===== config.mk =====
export PLATFORM = sky130hd
export DESIGN_NAME = rgb_running_median_autorange_flat
export DESIGN_NICKNAME = d
export VERILOG_FILES = /design/src/hdl/rrma_pkg.sv /design/src/hdl/rrma_if.sv /design/src/hdl/rrma_cell.sv /design/src/hdl/rrma_row.sv /design/src/hdl/rrma_scale.sv /design/src/hdl/rgb_running_median_autorange.sv /design/src/flat_wrapper.sv
export SDC_FILE = /design/constraint.sdc
export NUM_CORES = 2
export LEC_CHECK = 0
export BUFFER_PORTS_ARGS = -buffer_cell sky130_fd_sc_hd__buf_4
export CORE_UTILIZATION = 65
export CTS_CLUSTER_DIAMETER = 60
export CTS_CLUSTER_SIZE = 28
export DETAILED_ROUTE_END_ITERATION = 8
export HOLD_SLACK_MARGIN = 0.15
export PLACE_DENSITY_LB_ADDON = 0.05
export SKIP_LAST_GASP = 1
export SLEW_MARGIN = 10
export SYNTH_ARGS = -nofsm -noshare
export SYNTH_HDL_FRONTEND = slang
export SYNTH_SLANG_ARGS = --single-unit

===== constraint.sdc =====
create_clock -name clk -period 5.1 [get_ports clk]
set_clock_uncertainty 0.2 [all_clocks]
set_input_delay 0.765 -clock clk [delete_from_list [all_inputs] [get_ports clk]]
set_output_delay 0.765 -clock clk [all_outputs]
set_load 0.02 [all_outputs]

===== src/hdl/rrma_pkg.sv =====
// Shared types and constants for the RGB running median with common range shift.
// No dependencies; compiled first.
package rrma_pkg;

  // Output level format
  localparam int LEVEL_BITS = 8;
  localparam int SHIFT_BITS = 2;
  localparam logic [LEVEL_BITS-1:0] LEVEL_MIN = 8'd1;
  localparam logic [LEVEL_BITS-1:0] LEVEL_MAX = 8'd254;
  localparam logic [LEVEL_BITS-1:0] LEVEL_ALL_ONES = 8'hFF;

  // Compare flags a window cell shows to its neighbors
  typedef struct packed {
    logic lt;    // new sample is below this cell's value
    logic gt;    // new sample is above this cell's value
    logic zero;  // this cell holds the oldest entry
  } rrma_flags_t;

endpackage


===== src/hdl/rrma_if.sv =====
// Handshake channels for the sample word and the level word.
// Depends on rrma_pkg for the level widths.
interface rrma_in_if #(parameter int SAMPLE_BITS = 10);
  logic                   valid;
  logic                   ready;
  logic [SAMPLE_BITS-1:0] red_sample;
  logic [SAMPLE_BITS-1:0] green_sample;
  logic [SAMPLE_BITS-1:0] blue_sample;

  modport source (output valid, output red_sample, output green_sample,
                  output blue_sample, input ready);
  modport sink (input valid, input red_sample, input green_sample,
                input blue_sample, output ready);
endinterface

interface rrma_out_if;
  logic                             valid;
  logic                             ready;
  logic [rrma_pkg::LEVEL_BITS-1:0] red_level;
  logic [rrma_pkg::LEVEL_BITS-1:0] green_level;
  logic [rrma_pkg::LEVEL_BITS-1:0] blue_level;
  logic [rrma_pkg::SHIFT_BITS-1:0] range_shift;

  modport source (output valid, output red_level, output green_level,
                  output blue_level, output range_shift, input ready);
  modport sink (input valid, input red_level, input green_level,
                input blue_level, input range_shift, output ready);
endinterface


===== src/hdl/rrma_cell.sv =====
// One slot of a sorted window: value, age and the insert decision for this slot.
// Depends on rrma_pkg for the neighbor flag struct.
module rrma_cell #(
  parameter int SAMPLE_BITS = 10,
  parameter int AGE_BITS    = 4,
  parameter int INIT_AGE    = 0,
  parameter int TOP_AGE     = 8,
  parameter bit FIRST       = 1'b0,
  parameter bit LAST        = 1'b0
) (
  input  logic                   clk,
  input  logic                   rst_n,
  input  logic                   load,
  input  logic [SAMPLE_BITS-1:0] sample,
  input  logic                   claim_pos,   // take the drop slot when no entry is oldest
  input  logic                   below_in,    // drop slot lies at a lower index
  output logic                   below_out,
  input  logic [SAMPLE_BITS-1:0] lo_val,
  input  logic [AGE_BITS-1:0]    lo_age,
  input  rrma_pkg::rrma_flags_t  lo_flags,
  input  logic [SAMPLE_BITS-1:0] hi_val,
  input  logic [AGE_BITS-1:0]    hi_age,
  input  rrma_pkg::rrma_flags_t  hi_flags,
  output logic [SAMPLE_BITS-1:0] val,
  output logic [AGE_BITS-1:0]    age,
  output rrma_pkg::rrma_flags_t  flags
);
  import rrma_pkg::*;

  localparam logic [AGE_BITS-1:0] AGE_TOP  = AGE_BITS'(TOP_AGE);
  localparam logic [AGE_BITS-1:0] AGE_INIT = AGE_BITS'(INIT_AGE);
  localparam logic [AGE_BITS-1:0] AGE_ONE  = AGE_BITS'(1);

  logic [SAMPLE_BITS-1:0] val_r, val_nxt;
  logic [AGE_BITS-1:0]    age_r, age_nxt;
  logic                   is_pos;
  logic                   take_lo, take_hi;

  // compare against the incoming sample
  assign flags.lt   = sample < val_r;
  assign flags.gt   = sample > val_r;
  assign flags.zero = (age_r == '0);

  assign is_pos    = flags.zero | claim_pos;
  assign below_out = below_in | is_pos;

  assign take_lo = !FIRST && lo_flags.lt;
  assign take_hi = !LAST && hi_flags.gt;

  // pick the new slot content: shift from a neighbor, take the sample or hold
  always_comb begin
    val_nxt = val_r;
    age_nxt = (age_r != '0) ? age_r - AGE_ONE : '0;
    if (!below_in && !is_pos) begin
      if (take_lo) begin
        val_nxt = lo_val;
        age_nxt = lo_age - AGE_ONE;
      end else if (flags.lt) begin
        val_nxt = sample;
        age_nxt = AGE_TOP;
      end
    end else if (!below_in) begin
      if (take_lo) begin
        val_nxt = lo_val;
        age_nxt = lo_age - AGE_ONE;
      end else if (take_hi) begin
        val_nxt = hi_val;
        age_nxt = hi_age - AGE_ONE;
      end else begin
        val_nxt = sample;
        age_nxt = AGE_TOP;
      end
    end else begin
      if (take_hi) begin
        val_nxt = hi_val;
        age_nxt = hi_age - AGE_ONE;
      end else if (flags.gt) begin
        val_nxt = sample;
        age_nxt = AGE_TOP;
      end
    end
  end

  // update on an accepted word
  always_ff @(posedge clk) begin
    if (!rst_n) begin
      val_r <= '0;
      age_r <= AGE_INIT;
    end else if (load) begin
      val_r <= val_nxt;
      age_r <= age_nxt;
    end
  end

  assign val = val_r;
  assign age = age_r;

endmodule


===== src/hdl/rrma_row.sv =====
// One color channel: a chain of window cells kept in ascending order.
// Depends on rrma_pkg and rrma_cell.
module rrma_row #(
  parameter int WINDOW_SIZE = 9,
  parameter int SAMPLE_BITS = 10,
  parameter int AGE_BITS    = 4
) (
  input  logic                   clk,
  input  logic                   rst_n,
  input  logic                   load,
  input  logic [SAMPLE_BITS-1:0] sample,
  output logic [SAMPLE_BITS-1:0] median
);
  import rrma_pkg::*;

  logic [SAMPLE_BITS-1:0] val   [WINDOW_SIZE];
  logic [AGE_BITS-1:0]    age   [WINDOW_SIZE];
  rrma_flags_t            flags [WINDOW_SIZE];
  logic [WINDOW_SIZE:0]   below;
  logic [WINDOW_SIZE-1:0] zeros;
  logic                   none_old;

  // fall back to the first slot when no entry is oldest
  assign none_old = ~|zeros;
  assign below[0] = 1'b0;

  for (genvar i = 0; i < WINDOW_SIZE; i++) begin : g_cell
    logic [SAMPLE_BITS-1:0] lo_val, hi_val;
    logic [AGE_BITS-1:0]    lo_age, hi_age;
    rrma_flags_t            lo_flags, hi_flags;

    assign zeros[i] = flags[i].zero;

    if (i == 0) begin : g_lo_edge
      assign lo_val   = '0;
      assign lo_age   = '0;
      assign lo_flags = '0;
    end else begin : g_lo
      assign lo_val   = val[i-1];
      assign lo_age   = age[i-1];
      assign lo_flags = flags[i-1];
    end

    if (i == WINDOW_SIZE-1) begin : g_hi_edge
      assign hi_val   = '0;
      assign hi_age   = '0;
      assign hi_flags = '0;
    end else begin : g_hi
      assign hi_val   = val[i+1];
      assign hi_age   = age[i+1];
      assign hi_flags = flags[i+1];
    end

    rrma_cell #(
      .SAMPLE_BITS (SAMPLE_BITS),
      .AGE_BITS    (AGE_BITS),
      .INIT_AGE    (WINDOW_SIZE-1-i),
      .TOP_AGE     (WINDOW_SIZE-1),
      .FIRST       (i == 0),
      .LAST        (i == WINDOW_SIZE-1)
    ) u_cell (
      .clk       (clk),
      .rst_n     (rst_n),
      .load      (load),
      .sample    (sample),
      .claim_pos ((i == 0) ? none_old : 1'b0),
      .below_in  (below[i]),
      .below_out (below[i+1]),
      .lo_val    (lo_val),
      .lo_age    (lo_age),
      .lo_flags  (lo_flags),
      .hi_val    (hi_val),
      .hi_age    (hi_age),
      .hi_flags  (hi_flags),
      .val       (val[i]),
      .age       (age[i]),
      .flags     (flags[i])
    );
  end

  assign median = val[WINDOW_SIZE/2];

endmodule


===== src/hdl/rrma_scale.sv =====
// Common range shift of the three medians and clamp to the 8-bit level range.
// Depends on rrma_pkg for level widths and limits.
module rrma_scale #(
  parameter int SAMPLE_BITS = 10
) (
  input  logic [SAMPLE_BITS-1:0]          red_med,
  input  logic [SAMPLE_BITS-1:0]          green_med,
  input  logic [SAMPLE_BITS-1:0]          blue_med,
  output logic [rrma_pkg::LEVEL_BITS-1:0] red_level,
  output logic [rrma_pkg::LEVEL_BITS-1:0] green_level,
  output logic [rrma_pkg::LEVEL_BITS-1:0] blue_level,
  output logic [rrma_pkg::SHIFT_BITS-1:0] range_shift
);
  import rrma_pkg::*;

  localparam int SHW = $clog2(SAMPLE_BITS - LEVEL_BITS + 2);

  logic [SAMPLE_BITS-1:0] orv;
  logic [SHW-1:0]         shift;

  function automatic logic [LEVEL_BITS-1:0] clamp_level(
    input logic [SAMPLE_BITS-1:0] med,
    input logic [SHW-1:0]         sh
  );
    logic [SAMPLE_BITS-1:0] shifted;
    logic [LEVEL_BITS-1:0]  lvl;
    shifted = med >> sh;
    lvl     = shifted[LEVEL_BITS-1:0];
    if (lvl == '0) begin
      lvl = LEVEL_MIN;
    end else if (lvl == LEVEL_ALL_ONES) begin
      lvl = LEVEL_MAX;
    end
    return lvl;
  endfunction

  // shift by the number of bits the OR of the medians spills past a level
  always_comb begin
    orv   = red_med | green_med | blue_med;
    shift = '0;
    for (int b = LEVEL_BITS; b < SAMPLE_BITS; b++) begin
      if (orv[b]) begin
        shift = SHW'(b - LEVEL_BITS + 1);
      end
    end
  end

  assign red_level   = clamp_level(red_med, shift);
  assign green_level = clamp_level(green_med, shift);
  assign blue_level  = clamp_level(blue_med, shift);
  assign range_shift = shift[SHIFT_BITS-1:0];

endmodule


===== src/hdl/rgb_running_median_autorange.sv =====
// Top level: three running-median windows, range shift and the output register.
// Depends on rrma_pkg, rrma_if, rrma_row and rrma_scale.
//
// Each accepted sample word is sorted into three windows of WINDOW_SIZE cells
// (one row of cells per color) in the cycle it is taken; the scale state then
// scales the three medians with one common right shift and loads the output
// register once that register is free. No new word is taken until the scale
// state has loaded its result: the insert in the cell chain comes first, then
// the scale step. The output register lets the next word be taken while a
// result still waits; a second result waits in the scale step until the
// register drains. After reset every window holds zeros, oldest entry last.
module rgb_running_median_autorange #(
  parameter int WINDOW_SIZE = 9,
  parameter int SAMPLE_BITS = 10
) (
  input  logic          clk,
  input  logic          rst_n,
  rrma_in_if.sink       in_bus,
  rrma_out_if.source    out_bus
);
  import rrma_pkg::*;

  localparam int AGE_BITS = $clog2(WINDOW_SIZE);

  typedef enum logic {
    ST_IDLE,
    ST_SCALE
  } state_t;

  state_t                 state_r;
  logic                   load;
  logic                   out_free;
  logic                   load_out;
  logic [SAMPLE_BITS-1:0] red_med, green_med, blue_med;
  logic [LEVEL_BITS-1:0]  red_lvl, green_lvl, blue_lvl;
  logic [SHIFT_BITS-1:0]  shift_w;

  logic                   out_valid_r;
  logic [LEVEL_BITS-1:0]  red_level_r, green_level_r, blue_level_r;
  logic [SHIFT_BITS-1:0]  range_shift_r;

  assign in_bus.ready = (state_r == ST_IDLE);
  assign load         = in_bus.valid && in_bus.ready;
  assign out_free     = !out_valid_r || out_bus.ready;
  assign load_out     = (state_r == ST_SCALE) && out_free;

  // sorted windows, one per color
  rrma_row #(.WINDOW_SIZE(WINDOW_SIZE), .SAMPLE_BITS(SAMPLE_BITS), .AGE_BITS(AGE_BITS))
    u_red (.clk(clk), .rst_n(rst_n), .load(load), .sample(in_bus.red_sample),
           .median(red_med));
  rrma_row #(.WINDOW_SIZE(WINDOW_SIZE), .SAMPLE_BITS(SAMPLE_BITS), .AGE_BITS(AGE_BITS))
    u_green (.clk(clk), .rst_n(rst_n), .load(load), .sample(in_bus.green_sample),
             .median(green_med));
  rrma_row #(.WINDOW_SIZE(WINDOW_SIZE), .SAMPLE_BITS(SAMPLE_BITS), .AGE_BITS(AGE_BITS))
    u_blue (.clk(clk), .rst_n(rst_n), .load(load), .sample(in_bus.blue_sample),
            .median(blue_med));

  rrma_scale #(.SAMPLE_BITS(SAMPLE_BITS)) u_scale (
    .red_med     (red_med),
    .green_med   (green_med),
    .blue_med    (blue_med),
    .red_level   (red_lvl),
    .green_level (green_lvl),
    .blue_level  (blue_lvl),
    .range_shift (shift_w)
  );

  // sequence: insert, then scale into the output register when it is free
  always_ff @(posedge clk) begin
    if (!rst_n) begin
      state_r     <= ST_IDLE;
      out_valid_r <= 1'b0;
    end else begin
      if (load_out) begin
        out_valid_r <= 1'b1;
      end else if (out_bus.ready) begin
        out_valid_r <= 1'b0;
      end
      case (state_r)
        ST_IDLE: begin
          if (load) begin
            state_r <= ST_SCALE;
          end
        end
        ST_SCALE: begin
          if (load_out) begin
            red_level_r   <= red_lvl;
            green_level_r <= green_lvl;
            blue_level_r  <= blue_lvl;
            range_shift_r <= shift_w;
            state_r       <= ST_IDLE;
          end
        end
        default: begin
          state_r <= ST_IDLE;
        end
      endcase
    end
  end

  assign out_bus.valid       = out_valid_r;
  assign out_bus.red_level   = red_level_r;
  assign out_bus.green_level = green_level_r;
  assign out_bus.blue_level  = blue_level_r;
  assign out_bus.range_shift = range_shift_r;

endmodule


===== src/flat_wrapper.sv =====
// flat-port wrapper written by rule: the top's interface ports become plain ports
module rgb_running_median_autorange_flat import rrma_pkg::*;
#(
  parameter int WINDOW_SIZE = 9,
  parameter int SAMPLE_BITS = 10
)
  (clk, rst_n, in_bus_valid, in_bus_red_sample, in_bus_green_sample, in_bus_blue_sample, in_bus_ready, out_bus_valid, out_bus_red_level, out_bus_green_level, out_bus_blue_level, out_bus_range_shift, out_bus_ready);
  rrma_in_if #(.SAMPLE_BITS(SAMPLE_BITS)) in_bus_i ();
  rrma_out_if out_bus_i ();
  input  logic clk;
  input  logic rst_n;
  input wire logic [$bits(in_bus_i.valid)-1:0] in_bus_valid;
  input wire logic [$bits(in_bus_i.red_sample)-1:0] in_bus_red_sample;
  input wire logic [$bits(in_bus_i.green_sample)-1:0] in_bus_green_sample;
  input wire logic [$bits(in_bus_i.blue_sample)-1:0] in_bus_blue_sample;
  output wire logic [$bits(in_bus_i.ready)-1:0] in_bus_ready;
  output wire logic [$bits(out_bus_i.valid)-1:0] out_bus_valid;
  output wire logic [$bits(out_bus_i.red_level)-1:0] out_bus_red_level;
  output wire logic [$bits(out_bus_i.green_level)-1:0] out_bus_green_level;
  output wire logic [$bits(out_bus_i.blue_level)-1:0] out_bus_blue_level;
  output wire logic [$bits(out_bus_i.range_shift)-1:0] out_bus_range_shift;
  input wire logic [$bits(out_bus_i.ready)-1:0] out_bus_ready;
  assign in_bus_i.valid = in_bus_valid;
  assign in_bus_i.red_sample = in_bus_red_sample;
  assign in_bus_i.green_sample = in_bus_green_sample;
  assign in_bus_i.blue_sample = in_bus_blue_sample;
  assign in_bus_ready = in_bus_i.ready;
  assign out_bus_valid = out_bus_i.valid;
  assign out_bus_red_level = out_bus_i.red_level;
  assign out_bus_green_level = out_bus_i.green_level;
  assign out_bus_blue_level = out_bus_i.blue_level;
  assign out_bus_range_shift = out_bus_i.range_shift;
  assign out_bus_i.ready = out_bus_ready;
  rgb_running_median_autorange #(.WINDOW_SIZE(WINDOW_SIZE), .SAMPLE_BITS(SAMPLE_BITS)) u_core (.clk(clk), .rst_n(rst_n), .in_bus(in_bus_i), .out_bus(out_bus_i));
endmodule

==> flow_summary.json <==
{
  "status": "completed",
  "synth.distinct_cells": 111,
  "dieHeight_um": 227.5,
  "cts_htree_levels": 2,
  "grt_remaining_overflow": 0,
  "synth_edf_count": 26,
  "p_per_area_nw_per_um2": 684.3,
  "grt_pass1_wl_um": 164800,
  "final_area_um2": 35410,
  "core-area_um2": 50170,
  "hold_buffers": 0,
  "cts-root-buf": "clkbuf_16",
  "path_clk_slew_ps": 70,
  "syn_avg_cell_area_um2": 7.716,
  "crit_chain": "inv_1 > ha_1 > nor3b_4 > nor4_4 > buf_4 > a211oi_2 > nand3_1 > o21ai_0 > a31oi_1 > a221oi_1",
  "synth-async-reset-ratio": 0,
  "grt_start_max_net_pins": 67,
  "synth_seq_area_share": 0.2539,
  "cts.sinks": 406,
  "antennaDiodeCount": 0,
  "clockBufferDepth": 3,
  "rsz0062_at_grt": "false",
  "hold_viol_final": 0,
  "drive_above_1_share": 0.08755,
  "worst_setup_path_end_kind": "register",
  "fin_nets": 4520,
  "cp.required_ps": 5390,
  "cts_tree": "built",
  "intPower_mw": 11.86,
  "die_w_um": 227.5,
  "crit_fanout": 25,
  "wirelength_um": 104900,
  "gp_congestion": 0.9680,
  "fin_ws_ps": 861.5,
  "initial_core_util": 0.6586,
  "max_stage_delay_ps": 910,
  "grt.total_usage": 0.3949,
  "place_hpwl_um": 75060,
  "fmax_mhz": 235.9,
  "reg2reg_slack_ps": 860,
  "cap_violations": 0,
  "period_share": 0.8311,
  "fin_crit_ps": 4238,
  "place_worst_setup_slack_ps": 965.7,
  "drc": 0,
  "synth_warnings": 0,
  "synthFlopType": "dfxtp_1",
  "swShare": 0.5104,
  "setup_viol": 0,
  "critPathSlowestCell": "nand3_1",
  "io_buffer_count": 61,
  "max_slew_margin": 0.1507,
  "comb_power_share": 0.613,
  "netlist_area_um2": 33040,
  "crit_type": "reg -> reg",
  "totalNegativeSetupSlack_ps": 0,
  "first_pass_iters": 7,
  "synthToLayoutAreaGrowth_pct": 7.165,
  "arrival_ps": 4530,
  "initialDrtViolationCount": 4150,
  "p_clk_frac": 0.144,
  "cts_setup_buffers": 0,
  "synthCells": 4282,
  "pwr-share-seq": 0.243,
  "dpl_cell_area_um2": 33880,
  "crit_path_start_kind": "register",
  "antenna_found_initial": 0,
  "syn-num-nets": 4610,
  "fin_util": 0.7058,
  "via_per_inst": 6.899,
  "cts_resized": 0,
  "insertion_delay_ps": 600,
  "final_antenna_net_count": 0,
  "tightest_slew_ps": 1273,
  "num_rows": 82,
  "final_common_cell": "nor2_1",
  "vias": 33790,
  "total_leakage_power_nw": 13.87,
  "p_sw_mw": 12.37,
  "cts_buffers": 44,
  "wire_per_inst_um": 21.41,
  "first_global_vias": 30543,
  "dieArea_um2": 51740,
  "ios": 62,
  "drv_slew": 0,
  "ys_seq_elements": 406,
  "ir_drop_mv": 0.4185,
  "hold_class": "in -> reg",
  "final_cell_mix": "400 x nor2_1, 380 x dfxtp_1, 355 x inv_1"
}
## final timing paths
path | startpoint | to | cells after the start
worst max-delay path | u_core.u_blue.g_cell[7].u_cell.age[0] | u_core.u_blue.g_cell[4].u_cell.age[0] | 10
worst min-delay path | out_bus_ready | u_core.out_bus.valid | 4
worst max register to register | u_core.u_blue.g_cell[7].u_cell.age[0] | u_core.u_blue.g_cell[4].u_cell.age[0] | 10
worst min register to register | u_core.u_blue.g_cell[2].u_cell.age[1] | u_core.u_blue.g_cell[2].u_cell.age[1] | 2
## cells in the mapped netlist (39+ instances only)
cell      number  area [um2]
a21oi_1      351        1757
buf_2         60       300.3
dfxtp_1      380        7607
nand2_1      323        1212
o221ai_1      39       341.6
clkbuf_1     205       769.5
inv_1        355        1333
a32oi_1       43       376.6
a22o_1       112       980.9
nor2_1       403        1513
mux2i_1      146        1461
o21ai_0      228        1141
o22ai_1       92       575.6
a211oi_1      80       600.6
nor3_1       138       690.7
nand3_1       91       455.4
ha_1         294        3679
a32o_1        45       450.4
a31oi_1       61       381.6
nand4_1       40       250.2
## registers in the layout, summed over array words and instances (netlist names)
name                              cells
u_core.out_bus.green_level            8
u_core.state_r                        1
u_core.u_green.g_cell.u_cell.val     90
u_core.out_bus.red_level              8
u_core.u_blue.g_cell.u_cell.age      36
u_core.out_bus.blue_level             8
u_core.out_bus.range_shift            2
u_core.u_red.g_cell.u_cell.age       36
u_core.u_blue.g_cell.u_cell.val      90
u_core.u_green.g_cell.u_cell.age     36
u_core.u_red.g_cell.u_cell.val       90
u_core.out_bus.valid                  1
## power groups by stage
stage / clock, mW / sequential, mW / combinational (mW)
after floorplan: 0 / 5.23 / 11.2
after detailed placement: 0 / 5.85 / 14.3
after global placement: 0 / 5.84 / 14.1
after CTS: 3.51 / 5.79 / 14.4
after global routing: 3.62 / 5.97 / 16.3
final: 3.49 / 5.88 / 14.9
## layout make-up
type / count / area [um2]
clock buffer: 54 / 1221
clock inverter: 26 / 301.5
fill: 4180 / 14760
inverter: 358 / 1346
multi-input combinational: 3239 / 22240
sequential: 406 / 8388
tap: 672 / 840.8
timing repair buffer: 143 / 1074
## critical path: cells and delay by family, from the launching register on
family,cells,cell delay [ps]
AND/OR/NAND/NOR,3,1520
buffers and inverters,2,340
adder cells (fa/ha/maj),1,240
flip-flops,1,390
AO/OA/AOI/OAI,4,1450
## logic make-up (layout without fill, tap and decap cells)
| group | after synthesis | count (layout) | synth area share |
|---|---|---|---|
| AOI/OAI and AO/OA | 1458 | 1458 | 0.3060 |
| xor gates and xnor gates | 59 | 59 | 0.01564 |
| buffers and inverters | 637 | 581 | 0.07562 |
| DFF | 406 | 406 | 0.2539 |
| muxes | 161 | 161 | 0.04934 |
| and+or+nand+nor | 1267 | 1267 | 0.1882 |
| adders and majority gates | 294 | 294 | 0.1113 |
## through the flow
| stage | power (mW) | hold WS, ps | std cells |
|---|---|---|---|
| 2_1_floorplan | 16.47 | 242.2 | 4282 |
| 3_3_place_gp | 19.98 | 260.7 | 4818 |
| 3_5_place_dp | 20.19 | 264.7 | 4818 |
| 4_1_cts | 23.73 | 257.4 | 4898 |
| 5_1_grt | 25.86 | 297.4 | 4898 |
| 6_report | 24.23 | 268.4 | 4898 |
## metal layers
metal | vias up | track usage | share of wire
met4 | 0 | 0.1648 | 0.035
met3 | 288 | 0.06621 | 0.10
met1 | 15792 | 0.5503 | 0.43
met5 | - | 0 | 0
li1 | 15832 | - | -
met2 | 1878 | 0.6005 | 0.43
No activity file was read; power rests on OpenSTA's default activity.
